<file path="config.mk">
export PLATFORM = sky130hd
export DESIGN_NAME = source_text_tokenizer
export DESIGN_NICKNAME = d
export VERILOG_FILES = /design/src/stt_pkg.sv /design/src/stt_scan.sv /design/src/stt_outq.sv /design/src/source_text_tokenizer.sv
export SDC_FILE = /design/constraint.sdc
export NUM_CORES = 1
export LEC_CHECK = 0
export ABC_AREA = 1
export BUFFER_PORTS_ARGS = -buffer_cell sky130_fd_sc_hd__buf_2
export CORE_ASPECT_RATIO = 0.9
export CORE_MARGIN = 2
export CORE_UTILIZATION = 45
export CTS_BUF_LIST = sky130_fd_sc_hd__clkbuf_8
export DETAILED_ROUTE_END_ITERATION = 10
export GPL_TIMING_DRIVEN = 0
export PLACE_DENSITY = 0.61
export SETUP_SLACK_MARGIN = 0.3
export SYNTH_ARGS = -nofsm -noshare
export SYNTH_HDL_FRONTEND = slang
export SYNTH_SLANG_ARGS = --single-unit
</file>
<file path="constraint.sdc">
create_clock -name clk_i -period 6 [get_ports clk_i]
set_clock_uncertainty 0.1 [all_clocks]
set_input_delay 1.2 -clock clk_i [delete_from_list [all_inputs] [get_ports clk_i]]
set_output_delay 1.2 -clock clk_i [all_outputs]
set_load 0.005 [all_outputs]
</file>
<file path="src/stt_pkg.sv">
package stt_pkg;

  typedef enum logic [2:0] {
    MODE_IDLE,
    MODE_IDENT_FIRST,
    MODE_IDENT_MORE,
    MODE_STRING,
    MODE_ESCAPE,
    MODE_COMMENT,
    MODE_BACKSLASH
  } mode_e;

  // token kinds
  localparam logic [3:0] KIND_SPACE    = 4'd0;
  localparam logic [3:0] KIND_NEWLINE  = 4'd1;
  localparam logic [3:0] KIND_STRING   = 4'd2;
  localparam logic [3:0] KIND_IDENT    = 4'd3;
  localparam logic [3:0] KIND_LBRACE   = 4'd4;
  localparam logic [3:0] KIND_RBRACE   = 4'd5;
  localparam logic [3:0] KIND_LPAREN   = 4'd6;
  localparam logic [3:0] KIND_RPAREN   = 4'd7;
  localparam logic [3:0] KIND_BS_LBRACE = 4'd8;
  localparam logic [3:0] KIND_BS_RBRACE = 4'd9;
  localparam logic [3:0] KIND_UNKNOWN  = 4'd10;

  // error codes
  localparam logic [1:0] ERR_NONE       = 2'd0;
  localparam logic [1:0] ERR_UNTERM     = 2'd1;
  localparam logic [1:0] ERR_END_ESCAPE = 2'd2;
  localparam logic [1:0] ERR_BAD_ESCAPE = 2'd3;

  // characters
  localparam logic [7:0] CH_NUL        = 8'h00;
  localparam logic [7:0] CH_TAB        = 8'h09;
  localparam logic [7:0] CH_LF         = 8'h0A;
  localparam logic [7:0] CH_CR         = 8'h0D;
  localparam logic [7:0] CH_SPACE      = 8'h20;
  localparam logic [7:0] CH_DQUOTE     = 8'h22;
  localparam logic [7:0] CH_HASH       = 8'h23;
  localparam logic [7:0] CH_SQUOTE     = 8'h27;
  localparam logic [7:0] CH_LPAREN     = 8'h28;
  localparam logic [7:0] CH_RPAREN     = 8'h29;
  localparam logic [7:0] CH_ZERO       = 8'h30;
  localparam logic [7:0] CH_NINE       = 8'h39;
  localparam logic [7:0] CH_UPPER_A    = 8'h41;
  localparam logic [7:0] CH_UPPER_Z    = 8'h5A;
  localparam logic [7:0] CH_BACKSLASH  = 8'h5C;
  localparam logic [7:0] CH_UNDERSCORE = 8'h5F;
  localparam logic [7:0] CH_LOWER_A    = 8'h61;
  localparam logic [7:0] CH_LOWER_B    = 8'h62;
  localparam logic [7:0] CH_LOWER_N    = 8'h6E;
  localparam logic [7:0] CH_LOWER_R    = 8'h72;
  localparam logic [7:0] CH_LOWER_T    = 8'h74;
  localparam logic [7:0] CH_LOWER_Z    = 8'h7A;
  localparam logic [7:0] CH_LBRACE     = 8'h7B;
  localparam logic [7:0] CH_RBRACE     = 8'h7D;

  // result queue
  localparam int QUEUE_DEPTH    = 4;
  localparam int QUEUE_PTR_BITS = 2;
  localparam int QUEUE_CNT_BITS = 3;

  typedef struct packed {
    logic [3:0]  kind;
    logic [7:0]  lexeme;
    logic [15:0] line;
    logic [15:0] column;
    logic        first_mark;
    logic        final_mark;
    logic [1:0]  err;
    logic        run_last;
  } result_t;

  // up to two results per input transaction
  typedef struct packed {
    logic [1:0] count;
    result_t    res1;
    result_t    res0;
  } scan_out_t;

endpackage

</file>
<file path="src/stt_scan.sv">
module stt_scan #(
  parameter int POSITION_BITS = 16
) (
  input  logic                  clk_i,
  input  logic                  rst_ni,
  input  logic                  fire_i,
  input  logic [7:0]            text_byte_i,
  input  logic                  end_of_text_i,
  output stt_pkg::scan_out_t    scan_o
);

  localparam logic [POSITION_BITS-1:0] POS_MAX = '1;

  stt_pkg::mode_e            mode_q, mode_d;
  logic                      qsingle_q, qsingle_d;
  logic [POSITION_BITS-1:0]  line_q, line_d;
  logic [POSITION_BITS-1:0]  col_q, col_d;
  logic [POSITION_BITS-1:0]  sline_q, sline_d;
  logic [POSITION_BITS-1:0]  scol_q, scol_d;
  logic [7:0]                held_q, held_d;
  logic                      pend_q, pend_d;
  logic [31:0]               ppos_q, ppos_d;

  stt_pkg::result_t          res [2];
  logic [1:0]                n;

  function automatic logic [15:0] clip16(input logic [31:0] v);
    return (v > 32'h0000_FFFF) ? 16'hFFFF : v[15:0];
  endfunction

  function automatic logic is_ident(input logic [7:0] c);
    return (c >= stt_pkg::CH_LOWER_A && c <= stt_pkg::CH_LOWER_Z) ||
           (c >= stt_pkg::CH_UPPER_A && c <= stt_pkg::CH_UPPER_Z) ||
           (c >= stt_pkg::CH_ZERO && c <= stt_pkg::CH_NINE) ||
           c == stt_pkg::CH_UNDERSCORE;
  endfunction

  function automatic stt_pkg::result_t mk(input logic [3:0] kind, input logic [7:0] lex,
                                          input logic [15:0] ln, input logic [15:0] cl,
                                          input logic fst, input logic fin,
                                          input logic [1:0] err);
    stt_pkg::result_t r;
    r.kind       = kind;
    r.lexeme     = lex;
    r.line       = ln;
    r.column     = cl;
    r.first_mark = fst;
    r.final_mark = fin;
    r.err        = err;
    r.run_last   = 1'b0;
    return r;
  endfunction

  always_comb begin
    logic                     eot;
    logic [7:0]               b;
    logic [POSITION_BITS-1:0] col;
    logic [POSITION_BITS-1:0] ln;
    logic                     do_idle;
    logic                     closing;
    logic [3:0]               kind;
    logic [15:0]              sl16;
    logic [15:0]              sc16;

    mode_d    = mode_q;
    qsingle_d = qsingle_q;
    line_d    = line_q;
    col_d     = col_q;
    sline_d   = sline_q;
    scol_d    = scol_q;
    held_d    = held_q;
    pend_d    = pend_q;
    ppos_d    = ppos_q;
    res[0]    = '0;
    res[1]    = '0;
    n         = 2'd0;
    b         = text_byte_i;
    eot       = end_of_text_i || (b == stt_pkg::CH_NUL);
    col       = col_q;
    ln        = line_q;
    do_idle   = 1'b0;
    closing   = 1'b0;
    kind      = stt_pkg::KIND_UNKNOWN;
    sl16      = clip16(32'(sline_q));
    sc16      = clip16(32'(scol_q));

    if (eot) begin
      case (mode_q)
        stt_pkg::MODE_IDENT_FIRST, stt_pkg::MODE_IDENT_MORE: begin
          res[n[0]] = mk(stt_pkg::KIND_IDENT, held_q, sl16, sc16,
                         mode_q == stt_pkg::MODE_IDENT_FIRST, 1'b1, stt_pkg::ERR_NONE);
          n = n + 2'd1;
        end
        stt_pkg::MODE_STRING: begin
          res[n[0]] = mk(stt_pkg::KIND_STRING, 8'h00, sl16, sc16, 1'b0, 1'b1,
                         stt_pkg::ERR_UNTERM);
          n = n + 2'd1;
        end
        stt_pkg::MODE_ESCAPE: begin
          res[n[0]] = mk(stt_pkg::KIND_STRING, 8'h00, sl16, sc16, 1'b0, 1'b1,
                         stt_pkg::ERR_END_ESCAPE);
          n = n + 2'd1;
        end
        stt_pkg::MODE_BACKSLASH: begin
          res[n[0]] = mk(stt_pkg::KIND_UNKNOWN, stt_pkg::CH_BACKSLASH, sl16, sc16,
                         1'b1, 1'b1, stt_pkg::ERR_NONE);
          n = n + 2'd1;
        end
        default: begin
        end
      endcase
      if (pend_q) begin
        res[n[0]] = mk(stt_pkg::KIND_SPACE, stt_pkg::CH_SPACE, ppos_q[31:16],
                       ppos_q[15:0], 1'b1, 1'b1, stt_pkg::ERR_NONE);
        n = n + 2'd1;
      end
      // back to the reset state for the next text
      mode_d    = stt_pkg::MODE_IDLE;
      qsingle_d = 1'b0;
      line_d    = '0;
      col_d     = '0;
      sline_d   = '0;
      scol_d    = '0;
      held_d    = 8'h00;
      pend_d    = 1'b0;
      ppos_d    = '0;
    end else begin
      if (b == stt_pkg::CH_LF) begin
        line_d = (line_q == POS_MAX) ? line_q : line_q + 1'b1;
        col    = '0;
      end
      col_d = (col == POS_MAX) ? col : col + 1'b1;
      ln    = line_d;

      case (mode_q)
        stt_pkg::MODE_COMMENT: begin
          do_idle = (b == stt_pkg::CH_LF);
        end
        stt_pkg::MODE_IDENT_FIRST, stt_pkg::MODE_IDENT_MORE: begin
          res[n[0]] = mk(stt_pkg::KIND_IDENT, held_q, sl16, sc16,
                         mode_q == stt_pkg::MODE_IDENT_FIRST, !is_ident(b),
                         stt_pkg::ERR_NONE);
          n = n + 2'd1;
          if (is_ident(b)) begin
            held_d = b;
            mode_d = stt_pkg::MODE_IDENT_MORE;
          end else begin
            held_d  = 8'h00;
            do_idle = 1'b1;
          end
        end
        stt_pkg::MODE_STRING: begin
          closing = qsingle_q ? (b == stt_pkg::CH_SQUOTE) : (b == stt_pkg::CH_DQUOTE);
          if (closing) begin
            res[n[0]] = mk(stt_pkg::KIND_STRING, b, sl16, sc16, 1'b0, 1'b1,
                           stt_pkg::ERR_NONE);
            n = n + 2'd1;
            mode_d = stt_pkg::MODE_IDLE;
          end else if (b == stt_pkg::CH_LF) begin
            res[n[0]] = mk(stt_pkg::KIND_STRING, 8'h00, sl16, sc16, 1'b0, 1'b1,
                           stt_pkg::ERR_UNTERM);
            n = n + 2'd1;
            do_idle = 1'b1;
          end else begin
            res[n[0]] = mk(stt_pkg::KIND_STRING, b, sl16, sc16, 1'b0, 1'b0,
                           stt_pkg::ERR_NONE);
            n = n + 2'd1;
            if (b == stt_pkg::CH_BACKSLASH) begin
              mode_d = stt_pkg::MODE_ESCAPE;
            end
          end
        end
        stt_pkg::MODE_ESCAPE: begin
          if (b == stt_pkg::CH_DQUOTE || b == stt_pkg::CH_SQUOTE ||
              b == stt_pkg::CH_LOWER_N || b == stt_pkg::CH_LOWER_B ||
              b == stt_pkg::CH_LOWER_R || b == stt_pkg::CH_BACKSLASH ||
              b == stt_pkg::CH_ZERO || b == stt_pkg::CH_LOWER_T) begin
            res[n[0]] = mk(stt_pkg::KIND_STRING, b, sl16, sc16, 1'b0, 1'b0,
                           stt_pkg::ERR_NONE);
            n = n + 2'd1;
            mode_d = stt_pkg::MODE_STRING;
          end else begin
            res[n[0]] = mk(stt_pkg::KIND_STRING, 8'h00, sl16, sc16, 1'b0, 1'b1,
                           stt_pkg::ERR_BAD_ESCAPE);
            n = n + 2'd1;
            do_idle = 1'b1;
          end
        end
        stt_pkg::MODE_BACKSLASH: begin
          held_d = 8'h00;
          if (b == stt_pkg::CH_LBRACE || b == stt_pkg::CH_RBRACE) begin
            kind = (b == stt_pkg::CH_LBRACE) ? stt_pkg::KIND_BS_LBRACE
                                             : stt_pkg::KIND_BS_RBRACE;
            res[n[0]] = mk(kind, b, clip16(32'(ln)), clip16(32'(col)), 1'b1, 1'b1,
                           stt_pkg::ERR_NONE);
            n = n + 2'd1;
            mode_d = stt_pkg::MODE_IDLE;
          end else begin
            res[n[0]] = mk(stt_pkg::KIND_UNKNOWN, stt_pkg::CH_BACKSLASH, sl16, sc16,
                           1'b1, 1'b1, stt_pkg::ERR_NONE);
            n = n + 2'd1;
            do_idle = 1'b1;
          end
        end
        default: begin
          do_idle = 1'b1;
        end
      endcase

      // fresh scan of the byte from the idle state
      if (do_idle) begin
        mode_d = stt_pkg::MODE_IDLE;
        if (b == stt_pkg::CH_SPACE) begin
          pend_d = 1'b1;
          ppos_d = {clip16(32'(ln)), clip16(32'(col))};
        end else if (b == stt_pkg::CH_TAB || b == stt_pkg::CH_CR) begin
          // dropped
        end else if (b == stt_pkg::CH_HASH) begin
          mode_d = stt_pkg::MODE_COMMENT;
        end else begin
          if (pend_d) begin
            res[n[0]] = mk(stt_pkg::KIND_SPACE, stt_pkg::CH_SPACE, ppos_d[31:16],
                           ppos_d[15:0], 1'b1, 1'b1, stt_pkg::ERR_NONE);
            n = n + 2'd1;
            pend_d = 1'b0;
          end
          if (b == stt_pkg::CH_LF) begin
            res[n[0]] = mk(stt_pkg::KIND_NEWLINE, b, clip16(32'(ln)), 16'h0000,
                           1'b1, 1'b1, stt_pkg::ERR_NONE);
            n = n + 2'd1;
          end else if (b == stt_pkg::CH_DQUOTE || b == stt_pkg::CH_SQUOTE) begin
            sline_d   = ln;
            scol_d    = col;
            qsingle_d = (b == stt_pkg::CH_SQUOTE);
            res[n[0]] = mk(stt_pkg::KIND_STRING, b, clip16(32'(ln)), clip16(32'(col)),
                           1'b1, 1'b0, stt_pkg::ERR_NONE);
            n = n + 2'd1;
            mode_d = stt_pkg::MODE_STRING;
          end else if (is_ident(b) || b == stt_pkg::CH_BACKSLASH) begin
            sline_d = ln;
            scol_d  = col;
            held_d  = b;
            mode_d  = is_ident(b) ? stt_pkg::MODE_IDENT_FIRST : stt_pkg::MODE_BACKSLASH;
          end else begin
            case (b)
              stt_pkg::CH_LBRACE: kind = stt_pkg::KIND_LBRACE;
              stt_pkg::CH_RBRACE: kind = stt_pkg::KIND_RBRACE;
              stt_pkg::CH_LPAREN: kind = stt_pkg::KIND_LPAREN;
              stt_pkg::CH_RPAREN: kind = stt_pkg::KIND_RPAREN;
              default:            kind = stt_pkg::KIND_UNKNOWN;
            endcase
            res[n[0]] = mk(kind, b, clip16(32'(ln)), clip16(32'(col)), 1'b1, 1'b1,
                           stt_pkg::ERR_NONE);
            n = n + 2'd1;
          end
        end
      end
    end

    if (n == 2'd1) begin
      res[0].run_last = 1'b1;
    end else if (n == 2'd2) begin
      res[1].run_last = 1'b1;
    end
  end

  assign scan_o.count = n;
  assign scan_o.res0  = res[0];
  assign scan_o.res1  = res[1];

  always_ff @(posedge clk_i or negedge rst_ni) begin
    if (!rst_ni) begin
      mode_q    <= stt_pkg::MODE_IDLE;
      qsingle_q <= 1'b0;
      line_q    <= '0;
      col_q     <= '0;
      sline_q   <= '0;
      scol_q    <= '0;
      held_q    <= 8'h00;
      pend_q    <= 1'b0;
      ppos_q    <= '0;
    end else if (fire_i) begin
      mode_q    <= mode_d;
      qsingle_q <= qsingle_d;
      line_q    <= line_d;
      col_q     <= col_d;
      sline_q   <= sline_d;
      scol_q    <= scol_d;
      held_q    <= held_d;
      pend_q    <= pend_d;
      ppos_q    <= ppos_d;
    end
  end

endmodule

</file>
<file path="src/stt_outq.sv">
module stt_outq (
  input  logic                clk_i,
  input  logic                rst_ni,
  input  logic                push_i,
  input  stt_pkg::scan_out_t  scan_i,
  output logic                room_o,
  output logic                valid_o,
  input  logic                stall_i,
  output stt_pkg::result_t    head_o
);

  stt_pkg::result_t                    mem_q [stt_pkg::QUEUE_DEPTH];
  logic [stt_pkg::QUEUE_PTR_BITS-1:0]  wr_q, wr_d;
  logic [stt_pkg::QUEUE_PTR_BITS-1:0]  rd_q, rd_d;
  logic [stt_pkg::QUEUE_CNT_BITS-1:0]  cnt_q, cnt_d;
  logic [stt_pkg::QUEUE_PTR_BITS-1:0]  wr_next;
  logic [stt_pkg::QUEUE_CNT_BITS-1:0]  push_n;
  logic                                pop;

  // two free slots needed before a transaction may enter
  assign room_o  = cnt_q <= stt_pkg::QUEUE_CNT_BITS'(stt_pkg::QUEUE_DEPTH - 2);
  assign valid_o = cnt_q != '0;
  assign head_o  = mem_q[rd_q];
  assign pop     = valid_o && !stall_i;
  assign push_n  = push_i ? stt_pkg::QUEUE_CNT_BITS'(scan_i.count) : '0;
  assign wr_next = wr_q + 1'b1;

  always_comb begin
    wr_d  = wr_q + stt_pkg::QUEUE_PTR_BITS'(push_n);
    rd_d  = pop ? rd_q + 1'b1 : rd_q;
    cnt_d = cnt_q + push_n - stt_pkg::QUEUE_CNT_BITS'(pop);
  end

  always_ff @(posedge clk_i) begin
    if (push_i && scan_i.count != 2'd0) begin
      mem_q[wr_q] <= scan_i.res0;
    end
    if (push_i && scan_i.count == 2'd2) begin
      mem_q[wr_next] <= scan_i.res1;
    end
  end

  always_ff @(posedge clk_i or negedge rst_ni) begin
    if (!rst_ni) begin
      wr_q  <= '0;
      rd_q  <= '0;
      cnt_q <= '0;
    end else begin
      wr_q  <= wr_d;
      rd_q  <= rd_d;
      cnt_q <= cnt_d;
    end
  end

`ifndef NO_ASSERTIONS
  a_cnt_bound: assert property (@(posedge clk_i) disable iff (!rst_ni)
    cnt_q <= stt_pkg::QUEUE_CNT_BITS'(stt_pkg::QUEUE_DEPTH))
    else $error("result queue overfilled");

  a_push_room: assert property (@(posedge clk_i) disable iff (!rst_ni)
    push_i |-> room_o)
    else $error("push without two free slots");

  a_ptr_track: assert property (@(posedge clk_i) disable iff (!rst_ni)
    (wr_q - rd_q) == cnt_q[stt_pkg::QUEUE_PTR_BITS-1:0])
    else $error("queue pointers disagree with fill count");

  a_last_closes: assert property (@(posedge clk_i) disable iff (!rst_ni)
    (push_i && scan_i.count == 2'd2) |-> (scan_i.res1.run_last && !scan_i.res0.run_last))
    else $error("run_last misplaced in a two-result transaction");
`endif

endmodule

</file>
<file path="src/source_text_tokenizer.sv">
// Source text tokenizer.
// Input channel (in_valid_i / in_stall_o): one source byte per transaction on
// text_byte_i; end_of_text_i, or a zero byte, closes the text, flushes any held
// identifier or backslash byte, pending space or open-string error, and returns all scan
// state (line/column counters included) to its reset values.
// Output channel (out_valid_o / out_stall_i): one lexeme byte per transaction
// with token kind, token start line/column, first/final marks and error code.
// last_of_run_o flags the final result produced by one input byte.
// The results of an accepted byte are registered and offered in order. One
// byte is accepted per cycle while the input is not stalled; each byte yields
// zero to two results, all computed in one pass and written to a 4-entry
// result queue. The input stalls while fewer than two queue slots are free.
// With a receiver that never stalls, a gapless stream of two-result bytes
// fills the queue faster than it drains, so the input stalls at times; a
// stalling receiver holds the input off until two slots are free again.
// Identifier bytes are held one byte, so an identifier's last byte comes out
// when the following byte arrives.
// Reset: asynchronous, active low; queue empty, scanner idle, counters zero.
// A receiver stall holds the head result steady until it is taken.
module source_text_tokenizer #(
  parameter int POSITION_BITS = 16
) (
  input  logic        clk_i,
  input  logic        rst_ni,
  input  logic        in_valid_i,
  output logic        in_stall_o,
  input  logic [7:0]  text_byte_i,
  input  logic        end_of_text_i,
  output logic        out_valid_o,
  input  logic        out_stall_i,
  output logic [3:0]  token_kind_o,
  output logic [7:0]  lexeme_byte_o,
  output logic [15:0] token_line_o,
  output logic [15:0] token_column_o,
  output logic        token_first_o,
  output logic        token_final_o,
  output logic [1:0]  error_code_o,
  output logic        last_of_run_o
);

  stt_pkg::scan_out_t scan;
  stt_pkg::result_t   head;
  logic               room;
  logic               fire;

  assign in_stall_o = !room;
  assign fire       = in_valid_i && room;

  // scanner: state registers plus single-pass next-state/result logic
  stt_scan #(
    .POSITION_BITS(POSITION_BITS)
  ) u_scan (
    .clk_i        (clk_i),
    .rst_ni       (rst_ni),
    .fire_i       (fire),
    .text_byte_i  (text_byte_i),
    .end_of_text_i(end_of_text_i),
    .scan_o       (scan)
  );

  // result queue parts the scanner from the receiver
  stt_outq u_outq (
    .clk_i  (clk_i),
    .rst_ni (rst_ni),
    .push_i (fire),
    .scan_i (scan),
    .room_o (room),
    .valid_o(out_valid_o),
    .stall_i(out_stall_i),
    .head_o (head)
  );

  assign token_kind_o   = head.kind;
  assign lexeme_byte_o  = head.lexeme;
  assign token_line_o   = head.line;
  assign token_column_o = head.column;
  assign token_first_o  = head.first_mark;
  assign token_final_o  = head.final_mark;
  assign error_code_o   = head.err;
  assign last_of_run_o  = head.run_last;

endmodule

</file>
After elaboration in Yosys (flattened, before gate mapping) --
Memory sizes are Yosys's and may differ from the RTL's. Cells that the tools add are included.
Storage, ports and cells: flip-flop bits (word level) 116, memory bits (writable) 196, input port bits 13, output and inout port bits 51, word-level logic and storage cells 263, memories kept 1
Memory list:
- u_outq.mem_q | words 4, width 49, read ports 1, clocked after memory_dff 0, wr ports 2, line stt_outq.sv:12 | stt_pkg::result_t mem_q [stt_pkg::QUEUE_DEPTH];
Operators by class: add/subtract/negate cells 10, magnitude comparators 13, equality and inequality tests 39, mux-type cells 143, bitwise gates (word level) 3, reductions and logical operators 42
Operator list (number):
- $mux 98 | 15
- $bwmux 98 | 5
- $pmux 49 s4 | 2
- $mux 16 | 24
- $mux 49 | 7
- $demux 49 s1 | 3
- $mux 32 | 3
- $mux 45 | 2
- $mux 8 | 9
- $eq 8x7->1 const B | 8
- $eq 8x6->1 const B | 7
- $mux 3 | 15
- $mux 2 | 18
- $add 16x1->16 const B | 2
- $eq 16x16->1 const B | 2
- $mux 4 | 8
- $mux 1 | 28
- $eq 8x4->1 const B | 3
- $reduce_and 7->1 | 3
- $ge 8x7->1 const B | 2
- $le 8x7->1 const B | 2
- $pmux 4 s4 | 1
- $pmux 8 s2 | 1
- $logic_or 1x1->1 | 14
- other kinds (32) | 66

Logic depth before layout (Yosys ltp) --
depth after elaboration 29, mapped depth 21, depth with buffers taken out 18

By module --
From an unflattened synthesis, not the netlist that was laid out.
Second synthesis, totals: cell total of the unflattened synthesis 2992, area, all modules 20876.3 um2
By module, submodules not included:
- stt_outq | times used 1, cells each 1339, area an instance 10879.2 um2, sequential area each 6060.8 um2
- stt_scan | times used 1, cells each 1650, area an instance 9985.8 um2, sequential area each 2727.6 um2
- source_text_tokenizer | times used 1, cells each 3, area an instance 11.3 um2, sequential area each 0.0 um2

Worst setup path before layout --
OpenSTA, ideal clock, no wires.
path kind input to register, start input text_byte_i[2], end memory u_outq.mem_q[0][0] (netlist name), enable pin, arrival time 4005 ps, data required time 5492 ps, path slack 1488 ps, stages on the path 15, buffers on the path 4, cells stage by stage buf_2 -> inv_2 -> nand2_1 -> inv_2 -> nand2_1 -> nor2_1 -> buf_2 -> nand2_1 -> nand4_2 -> nand4_2 -> a21oi_4 -> buf_6 -> nand3_2 -> buf_2 -> nand2_1
RTL lines:
- from (decl) | line source_text_tokenizer.sv:27 | input logic [7:0] text_byte_i,
- to (decl) | line stt_outq.sv:12

==> qor.yml <==
status: "finished clean"
worstPathCellList: "inv_1 > a21oi_1 > nor2_1 > inv_1 > clkbuf_1 > buf_1 > ha_1 > inv_1 > nand2_1 > nand2_1 > inv_1 > nand4_2 > a21oi_4 > nand3_2 > buf_2 > nand2_2 > buf_16"
synth_area_leaders: "edfxtp_1 29%, nand2_1 16%, dfrtp_1 14%"
drive_above_1_share_pct: 9.42
hold_violations: 0
fin_crit_ns: 5.34
gp_congestion: 0.998
cts_resized: 0
worstSetupPathType: "reg2reg"
overflow: 0
critical_path.top_delay_family: "buffers and inverters"
power.density_nw_per_um2: 470
routed_wl_um: 80700
ys_seq_elements: 312
mostFrequentLayoutCell: "nand2_1"
die_h_um: 204
pwr-share-comb_pct: 52.1
synth_warnings: 0
required_ns: 6.28
grt_pass1_vias: 19700
cts_sinks: 312
io_pins: 64
area_growth_pct: 11.8
htree_levels: 2
p_switching_uw: 5250
setup.worst_path.end_class: "register"
power.share.switching_pct: 49.8
die_area_um2: 46200
rows: 73
worstReg2RegStart: "u_scan.mode_q[0]"
clock_path_buffers: 3
clock_latency_ns: 0.69
fin_crit_sh_pct: 89.0
p_leak_uw: 0.00949
p_seq_share_pct: 27.6
rr_worst_depth: 17
drv_cap: 0
synth_top_area_cell: "edfxtp_1"
holdWs_ns: 0.321
fin_area_um2: 22400
initial_core_util_pct: 45.5
slew_headroom_pct: 20.4
drt.antenna.violating_nets: 0
synth_area_um2: 20000
place_area_um2: 21200
fin_nets: 2868
path_buf_inv: 8
clk_pin_slew_ns: 0.06
cp_num_cells: 17
crit_path_top_delay_cell: "nand2_2"
synth_top_area_share_pct: 29.4
regToRegSetupSlack_ns: 0.66
n_antenna_cell: 0
synth_seq_area_share_pct: 43.9
first_pass_iters: 8
antenna_found_initial: 1
intPower_uw: 5290
vdd_drop_max_v: 0.000203
cp.arrival_ns: 5.63
postCtsHoldBufs: 0
synth_cells: 2722
track_usage_pct: 34.9
crit_start: "u_scan.mode_q[0]"
cts_tree: "yes"
final_cell_mix: "849 x nand2_1, 265 x o21ai_0, 253 x nor2_1"
postCtsSetupBuffers: 0
slowest_delay_ns: 0.75
cts_root_buf: "clkbuf_8"
worst_pin_slew_ns: 1.18
cpMostUsedCell: "inv_1"
crit_path_start_kind: "register"
num_vias: 20900
cts_buffers: 55
max_freq_mhz: 187
io_buffers: 61
crit_end: "u_outq.mem_q[3][25]"
drtIter0Drc: 2966
grt_max_degree: 82
core_region_area_um2: 44000
synth_nets: 2745
post_drt_wl_per_cell_um: 23.1
r2r-end: "u_outq.mem_q[3][25]"
finalMaxSlewViolations: 0
grt_pass1_wl_um: 122000
dp_hpwl_um: 59900
rsz0062_at_grt: "no"
p_clk_share_pct: 20.3
drc_errors: 0
worst-path-max-fanout: 29
synth_cell_type_count: 44
viasPerCell: 6.00
setup_viol_count_final: 0
avgSynthCellArea_um2: 7.36
die_x_um: 226
hp-class: "in2async"
==> metal layers <==
layer / vias to the layer above / part of all wire [%] / global-route usage, %
met5: - / 0 / 0
met2: 1242 / 43 / 52.4
met3: 181 / 11 / 7.52
met4: 0 / 3.0 / 11.4
li1: 9565 / - / -
met1: 9949 / 43 / 50.1
==> registers in the layout, indices dropped and copies added, names as in the netlist <==
signal / cells
u_scan.qsingle_q: 1
u_scan.col_q: 16
u_scan.scol_q: 16
u_outq.wr_q: 2
u_scan.held_q: 8
u_scan.ppos_q: 32
u_outq.cnt_q: 3
u_scan.mode_q: 3
u_scan.sline_q: 16
u_scan.line_q: 16
u_outq.rd_q: 2
u_outq.mem_q: 196
u_scan.pend_q: 1
==> area by class of cell <==
class / instances / area, µm²
clock inverters: 36 / 280
multi-input cells: 2005 / 9560
clock buffers: 65 / 895
inverters: 205 / 769
well taps: 600 / 751
fillers: 4406 / 21600
flip-flops and latches: 312 / 8790
plain buffers: 200 / 920
repair buffers: 66 / 434
==> power groups by stage <==
stage	sequential, µW	combinational (µW)	clock, µW
2_1_floorplan	2910	3190	0
3_3_place_gp	2960	5230	0
3_5_place_dp	2940	5320	0
4_1_cts	2900	5330	2150
5_1_grt	2930	5880	2240
6_report	2910	5490	2130
==> worst min-delay path by stage <==
stage / from / end / slack [ns] / cells after the start
6_report: rst_ni / u_scan.held_q[6] / 0.32 / 1
5_1_grt: rst_ni / u_scan.held_q[6] / 0.34 / 1
4_1_cts: rst_ni / u_scan.held_q[2] / 0.30 / 1
3_5_place_dp: u_scan.col_q[13] / u_scan.col_q[13] / 0.38 / 2
3_3_place_gp: u_scan.col_q[13] / u_scan.col_q[13] / 0.37 / 2
2_1_floorplan: u_scan.col_q[13] / u_scan.col_q[13] / 0.35 / 2
==> synthesized netlist by cell type (all sizes together) <==
cell type,instances
xor2,16
o32ai,12
o31ai,5
a21boi,1
o2111ai,2
dfrtp,116
buf,91
nor2,264
o211ai,5
nand3,119
xnor2,5
a22oi,7
ha,9
edfxtp,196
fa,1
o21ai,266
a221oi,14
o21bai,1
or2,1
a21oi,55
nand4,198
nor3,23
o21a,22
a31oi,3
nor4,3
clkbuf,109
inv,201
o22ai,111
nand2,859
clkinv,4
nand3b,3
==> metrics by stage <==
stage | worst slack, ns | setup TNS [ns] | cells | power, µW | utilization [%]
2_1_floorplan | 1.49 | 0 | 2722 | 6100 | -
3_3_place_gp | -0.472 | -58.48 | 3383 | 8190 | 47.9
3_5_place_dp | 0.768 | 0 | 3388 | 8260 | 48.2
4_1_cts | 0.767 | 0 | 3489 | 10400 | 50.9
5_1_grt | 0.461 | 0 | 3489 | 11100 | 50.9
6_report | 0.658 | 0 | 3489 | 10500 | 50.9
==> logic make-up after synthesis <==
kind of cell / Yosys count / synth area share (%)
and+or+nand+nor: 1470 / 31.6
AOI/OAI and AO/OA: 504 / 14.5
buffers and inverters: 405 / 8.43
DFF: 312 / 43.9
xor gates and xnor gates: 21 / 0.918
adders and majority gates: 10 / 0.662
==> worst reg2reg max path, cell delays in order (launching register included) <==
cell and delay (ns):
dfrtp_1 0.38, inv_1 0.07, a21oi_1 0.26, nor2_1 0.25, inv_1 0.16, clkbuf_1 0.63, buf_1 0.67, ha_1 0.33
inv_1 0.05, nand2_1 0.07, nand2_1 0.05, inv_1 0.06, nand4_2 0.15, a21oi_4 0.28, nand3_2 0.20, buf_2 0.27
nand2_2 0.76, buf_16 0.26
Power figures use the tool's default switching activity.
